File: src/design/ssvm_pkg.sv
// Shared types, constants and the cosine table generator of the soft spherical mask.
package ssvm_pkg;

	// Default sizes handed to the top level parameters
	localparam int unsigned MAX_GRID_DEF  = 256;
	localparam int unsigned COS_DEPTH_DEF = 256;

	// Configuration port
	localparam int unsigned CFG_IDX_W  = 2;
	localparam int unsigned CFG_DATA_W = 16;

	typedef enum logic [CFG_IDX_W-1:0] {
		REG_GRID_EDGE   = 2'd0,
		REG_MASK_RADIUS = 2'd1,
		REG_EDGE_WIDTH  = 2'd2
	} ssvm_reg_t;

	localparam logic [8:0]  GRID_EDGE_RST   = 9'd128;
	localparam logic [15:0] MASK_RADIUS_RST = 16'd12288;
	localparam logic [15:0] EDGE_WIDTH_RST  = 16'd1280;

	// Unity weight in Q1.15
	localparam logic [15:0] WEIGHT_ONE = 16'h8000;

	localparam longint unsigned HALF_PI_Q30 = 64'd1686629713;

	// Sideband that travels with each voxel through the root and divide pipeline
	typedef struct packed {
		logic signed [15:0] voxel;
		logic               last;
		logic               pass;
		logic               inband;
	} ssvm_side_t;

	// Divide one Taylor term by (2k-1)*2k
	function automatic longint unsigned taylor_div(input longint unsigned t, input int k);
		case (k)
			1:       taylor_div = t / 2;
			2:       taylor_div = t / 12;
			3:       taylor_div = t / 30;
			4:       taylor_div = t / 56;
			5:       taylor_div = t / 90;
			6:       taylor_div = t / 132;
			7:       taylor_div = t / 182;
			8:       taylor_div = t / 240;
			default: taylor_div = t;
		endcase
	endfunction

	// Quarter-wave cosine entry in unsigned Q1.15, evaluated at elaboration
	function automatic logic [15:0] cos_entry(input int unsigned idx, input int unsigned Depth);
		longint unsigned u;
		longint unsigned x;
		longint unsigned x2;
		longint unsigned term;
		longint          sum;
		longint          w;
		u    = (longint'(idx) << 30) / Depth;
		x    = (u * HALF_PI_Q30) >> 30;
		x2   = (x * x) >> 30;
		term = 64'd1 << 30;
		sum  = 64'sd1 << 30;
		for (int k = 1; k <= 8; k++) begin
			term = taylor_div((term * x2) >> 30, k);
			if ((k & 1) != 0) begin
				sum = sum - longint'(term);
			end else begin
				sum = sum + longint'(term);
			end
		end
		w = (sum > 0) ? ((sum + 64'sd16384) >>> 15) : 64'sd0;
		if (w > 64'sd32768) begin
			w = 64'sd32768;
		end
		return 16'(w);
	endfunction

endpackage

File: src/design/ssvm_root_div.sv
// Pipelined square root of the scaled distance and band phase divider, one bit per stage.
module ssvm_root_div #(
	parameter int unsigned MAX_GRID        = ssvm_pkg::MAX_GRID_DEF,
	parameter int unsigned COS_TABLE_DEPTH = ssvm_pkg::COS_DEPTH_DEF,
	parameter int unsigned DSW             = 2 * $clog2(MAX_GRID) + 18,
	parameter int unsigned QB              = $clog2(COS_TABLE_DEPTH)
) (
	input  logic                 clk,
	input  logic                 arst_n,
	input  logic                 en,
	input  logic                 in_valid,
	input  logic [DSW-1:0]       in_d2s,
	input  ssvm_pkg::ssvm_side_t in_side,
	input  logic [15:0]          mask_radius,
	input  logic [15:0]          edge_width,
	output logic                 out_valid,
	output logic [QB-1:0]        out_idx,
	output logic                 out_zero,
	output ssvm_pkg::ssvm_side_t out_side
);
	import ssvm_pkg::*;

	localparam int unsigned RW   = DSW / 2;
	localparam int unsigned NUMW = 16 + $clog2(COS_TABLE_DEPTH + 1);

	typedef struct packed {
		logic [DSW-1:0] rem;
		logic [DSW-1:0] root;
	} sq_t;

	typedef struct packed {
		logic [NUMW-1:0] num;
		logic [QB-1:0]   quo;
	} dv_t;

	// One non-restoring-free digit of the integer square root
	function automatic sq_t sq_step(input sq_t a, input int unsigned k);
		logic [DSW-1:0] bit_v;
		logic [DSW-1:0] trial;
		sq_t            r;
		bit_v = DSW'(1) << (2 * (RW - 1 - k));
		trial = a.root + bit_v;
		if (a.rem >= trial) begin
			r.rem  = a.rem - trial;
			r.root = (a.root >> 1) + bit_v;
		end else begin
			r.rem  = a.rem;
			r.root = a.root >> 1;
		end
		return r;
	endfunction

	// One quotient bit of the restoring divide
	function automatic dv_t dv_step(input dv_t a, input int unsigned j, input logic [15:0] w);
		logic [NUMW-1:0] dv;
		dv_t             r;
		int unsigned     b;
		b  = QB - 1 - j;
		dv = NUMW'(w) << b;
		r  = a;
		if (a.num >= dv) begin
			r.num    = a.num - dv;
			r.quo[b] = 1'b1;
		end
		return r;
	endfunction

	// Square root stages
	sq_t        sq_in   [RW];
	sq_t        sq_s    [RW];
	ssvm_side_t sq_side_s [RW];
	logic [RW-1:0] sq_vld_s;

	always_comb begin
		sq_in[0].rem  = in_d2s;
		sq_in[0].root = '0;
		for (int k = 1; k < RW; k++) begin
			sq_in[k] = sq_s[k-1];
		end
	end

	always_ff @(posedge clk or negedge arst_n) begin
		if (!arst_n) begin
			sq_vld_s <= '0;
		end else if (en) begin
			sq_vld_s <= {sq_vld_s[RW-2:0], in_valid};
		end
	end

	always_ff @(posedge clk) begin
		if (en) begin
			for (int k = 0; k < RW; k++) begin
				sq_s[k] <= sq_step(sq_in[k], k);
			end
			sq_side_s[0] <= in_side;
			for (int k = 1; k < RW; k++) begin
				sq_side_s[k] <= sq_side_s[k-1];
			end
		end
	end

	// Band offset: clamp the root above the pass radius, flag a phase past the table
	logic [DSW-1:0] root_q;
	logic [DSW-1:0] diff_full;
	logic [15:0]    diff16;
	logic           zero_c;

	assign root_q    = sq_s[RW-1].root;
	assign diff_full = (root_q > DSW'(mask_radius)) ? (root_q - DSW'(mask_radius)) : '0;
	assign zero_c    = (diff_full >= DSW'(edge_width));
	assign diff16    = diff_full[15:0];

	// Divide stages, index 0 holds the offset scaled by the table depth
	dv_t           dv_in     [QB];
	dv_t           dv_s      [QB+1];
	logic          dv_zero_s [QB+1];
	ssvm_side_t    dv_side_s [QB+1];
	logic [QB:0]   dv_vld_s;

	always_comb begin
		for (int j = 0; j < QB; j++) begin
			dv_in[j] = dv_s[j];
		end
	end

	always_ff @(posedge clk or negedge arst_n) begin
		if (!arst_n) begin
			dv_vld_s <= '0;
		end else if (en) begin
			dv_vld_s <= {dv_vld_s[QB-1:0], sq_vld_s[RW-1]};
		end
	end

	always_ff @(posedge clk) begin
		if (en) begin
			dv_s[0].num  <= NUMW'(diff16) * NUMW'(COS_TABLE_DEPTH);
			dv_s[0].quo  <= '0;
			dv_zero_s[0] <= zero_c;
			dv_side_s[0] <= sq_side_s[RW-1];
			for (int j = 0; j < QB; j++) begin
				dv_s[j+1]      <= dv_step(dv_in[j], j, edge_width);
				dv_zero_s[j+1] <= dv_zero_s[j];
				dv_side_s[j+1] <= dv_side_s[j];
			end
		end
	end

	assign out_valid = dv_vld_s[QB];
	assign out_idx   = dv_s[QB].quo;
	assign out_zero  = dv_zero_s[QB];
	assign out_side  = dv_side_s[QB];

endmodule

File: config.mk
export PLATFORM = sky130hd
export DESIGN_NAME = ssvm_root_div
export DESIGN_NICKNAME = d
export VERILOG_FILES = /design/src/design/ssvm_pkg.sv /design/src/design/ssvm_root_div.sv
export SDC_FILE = /design/constraint.sdc
export NUM_CORES = 2
export LEC_CHECK = 0
export ABC_CLOCK_PERIOD_IN_PS = 6200
export BUFFER_PORTS_ARGS = -buffer_cell sky130_fd_sc_hd__buf_2
export CORE_ASPECT_RATIO = 0.75
export CORE_UTILIZATION = 63
export DETAILED_ROUTE_END_ITERATION = 10
export GPL_TIMING_DRIVEN = 0
export HOLD_SLACK_MARGIN = 0.02
export PLACE_DENSITY = 0.9
export SLEW_MARGIN = 30
export SYNTH_ARGS = -nofsm -noshare
export SYNTH_HDL_FRONTEND = slang
export SYNTH_SLANG_ARGS = --single-unit
File: constraint.sdc
create_clock -name clk -period 6.2 [get_ports clk]
set_clock_uncertainty 0.1 [all_clocks]
set_input_delay 0.62 -clock clk [delete_from_list [all_inputs] [get_ports clk]]
set_output_delay 0.62 -clock clk [all_outputs]
set_load 0.03 [all_outputs]
==> out/summary.txt <==
final setup fails: 0
top cell type's share of synthesized area: 0.668
die area: 101000 µm²
count leader, synth: edfxtp_1
Final nets: 5188
DRC Markers: 0
Mapped Nets: 4869
post-layout minimum cycle time: 5.53 ns
GRT Overall Usage: 0.229
number of flops mapped to enable cells by yosys: 1399
FF/Latch Area: 42700 µm²
io pins: 118
Post-Synthesis Cells: 4446
sequential cell area fraction in the yosys report: 0.679
1st-pass router iterations: 6
Yosys top cell by area: edfxtp_1
critical path launch point: sq_s[0][1088]
peak supply drop: 304 µV
Slew @ Worst Pin: 0.997 ns
final hold vios: 0
Die W: 367 µm
clock latency on the worst-skew pair: 0.77 ns
number of vias per cell: 5.88
outcome: complete, no violations
Mean Syn Cell Area: 14.1 µm²
Syn. warnings: 0
initial DRC count: 3266
Synth async-reset ratio: 0.0182
initial antenna violation count: 0
vias in the first global route: 35400
type of the worst setup path: reg -> reg
R2R depth: 20
P&R area growth vs syn: 11.8%
RR Startpoint: sq_s[0][1088]
Synth cell types: 84
clk buf depth: 3
leakage power: 26.3 nW
Post-CTS Setup Repair Bufs: 0
Fillers: 6088
Power Dens Cells: 367 nW/µm²
Final GP Congestion: 0.966
ys flop type: edfxtp_1
worst path required time: 6.64 ns
first-pass GRT wire length: 183 mm
die height: 276 µm
n_diodes: 0
max_cap viols: 0
Setup crit end: dv_zero_s[0][0]
core area: 98100 µm²
R2R Setup Slk: 0.67 ns
Final Core Density: 0.716
pin count of the biggest net entering global routing: 145
Seq cells post-synth: 1425
final count of pins violating max slew: 0
post-CTS sizing: 0
Final Cycle Share: 0.892
Hold-fix buffers, CTS: 55
HPWL Detailed: 75.5 mm
crit path DAT: 5.97 ns
Max-slew headroom: 0.330
unrepaired setup endpoints after global routing: no
Fmax: 181 MHz
clock-pin slew on the worst setup and hold paths: 0.07 ns
setup_tns: 0 ns
Total Wirelength: 116 mm
Num CTS Buffers: 134
synthesized cell area: 62900 µm²
CTS tree: yes
port bufs: 117
Synth top cells by count: edfxtp_1, ha_1, inv_1, nor2_1, nand2_1
Root Driver: clkbuf_16
startpoint types: flip-flop
htree depth: 4
GRT overflow: 0
clk sink count: 1425
via count: 36400
fraction of layout cells with a size suffix above 1: 0.0922
r2r endpoint: dv_zero_s[0][0]
CP endpoint kind: flip-flop
average wire per standard cell: 18.7 µm
Initial Utilization: 0.641
antenna viol nets, final: 0
area of the multi-input gates: 19000 µm²
dominant cells by area after synthesis: edfxtp_1, ha_1, xor2_1
crit-path max FO: 10
row cnt: 99
Min-Delay Path Class: in -> reg
## cells by family (layout without fill, tap and decap cells)
kind of cell / Yosys count / in the layout / synth area share
multiplexers: 94 / 94 / 0.0166
buffers and inverters: 330 / 754 / 0.0199
AND/OR/NAND/NOR: 1123 / 1123 / 0.0906
flip-flops: 1425 / 1425 / 0.679
XOR/XNOR: 337 / 337 / 0.0470
AO/OA/AOI/OAI: 803 / 803 / 0.0797
adder cells (fa/ha/maj): 334 / 334 / 0.0674
## report_power, final
part	total (mW)	internal, mW	switching, mW
Sequential	13.0	12.2	0.767
Clock	7.95	4.35	3.60
Combinational	4.90	2.13	2.77
## stage by stage
| stage | instance area, µm² | instances | setup WS, ns | total power [mW] | hold WS, ns |
|---|---|---|---|---|---|
| 2_1_floorplan | 62900 | 4446 | 1.32 | 16.4 | 0.224 |
| 3_3_place_gp | 65100 | 5876 | -16.27 | 18.0 | 0.300 |
| 3_5_place_dp | 65400 | 5887 | 0.552 | 17.8 | 0.305 |
| 4_1_cts | 70200 | 6183 | 0.748 | 25.9 | 0.0211 |
| 5_1_grt | 70300 | 6183 | 0.336 | 27.0 | 0.109 |
| 6_report | 70300 | 6183 | 0.668 | 25.8 | 0.0988 |
## worst min-delay path by stage
stage | start | endpoint | slack (ns) | cells after the start
final | in_d2s[33] | sq_s[0][66] | 0.1 | 2
after CTS | in_d2s[33] | sq_s[0][67] | 0.02 | 2
after global placement | sq_side_s[0][244] | sq_side_s[0][263] | 0.30 | 0
after global routing | in_d2s[33] | sq_s[0][67] | 0.11 | 2
after floorplan | arst_n | dv_vld_s[0] | 0.22 | 0
after detailed placement | dv_s[0][232] | dv_s[0][265] | 0.30 | 0
## cell usage in the layout (no fill, tap or decap), types with 16 or more instances in the layout
| master | instances |
|---|---|
| or3_1 | 31 |
| a21o_1 | 66 |
| clkbuf_1 | 67 |
| nand2_1 | 252 |
| dfrtp_1 | 26 |
| and2_1 | 17 |
| o21ai_0 | 216 |
| edfxtp_1 | 1399 |
| xnor2_1 | 165 |
| o21bai_1 | 24 |
| clkinv_1 | 30 |
| xor2_1 | 172 |
| o21a_1 | 60 |
| nor2b_1 | 44 |
| dlygate4sd3_1 | 55 |
| nor3_1 | 110 |
| nor4_1 | 95 |
| o211ai_1 | 18 |
| o31ai_1 | 28 |
| a21oi_1 | 241 |
| nand4_1 | 53 |
| inv_1 | 274 |
| nor2_1 | 267 |
| buf_2 | 123 |
| a211oi_1 | 29 |
| nand3_1 | 66 |
| ha_1 | 326 |
| or4_1 | 16 |
| clkinv_2 | 19 |
| or2_2 | 19 |
| mux2_2 | 84 |
| and3_1 | 19 |
| a31oi_1 | 26 |
| nand2b_1 | 62 |
| clkbuf_16 | 134 |
## layout make-up
| class | instances | area share |
|---|---|---|
| Clock buffer | 160 | 0.0491 |
| Tap cell | 1313 | 0.0234 |
| Buffer | 54 | 0.00306 |
| Sequential cell | 1425 | 0.607 |
| Timing Repair Buffer | 183 | 0.0207 |
| Clock inverter | 81 | 0.0119 |
| Inverter | 276 | 0.0147 |
| Multi-Input combinational cell | 2691 | 0.270 |
## critical path, cell delays in order, from the launching register on
cell	delay [ns]
edfxtp_1	0.37
inv_1	0.13
ha_1	0.18
inv_1	0.07
fa_1	0.40
a21o_1	0.20
a21oi_1	0.27
o21ai_0	0.19
a221oi_1	0.49
o21ai_0	0.28
a21oi_1	0.58
clkbuf_1	0.38
nor2_1	0.10
ha_1	0.28
a21o_1	0.15
a21o_1	0.17
a211oi_1	0.24
o21bai_1	0.11
a211oi_1	0.25
o41ai_1	0.12
a211o_1	0.23
## flip-flops by register name, summed over array words and instances, names as in the netlist
name / cells
sq_s: 697
sq_side_s: 323
dv_s: 199
dv_side_s: 171
sq_vld_s: 17
dv_vld_s: 9
dv_zero_s: 9
## per-layer routing
layer,track usage,part of all wire
met5,0,0
met1,0.299,0.43
met3,0.0396,0.063
met2,0.384,0.48
met4,0.0958,0.032
(Power assumes the default switching activity.)
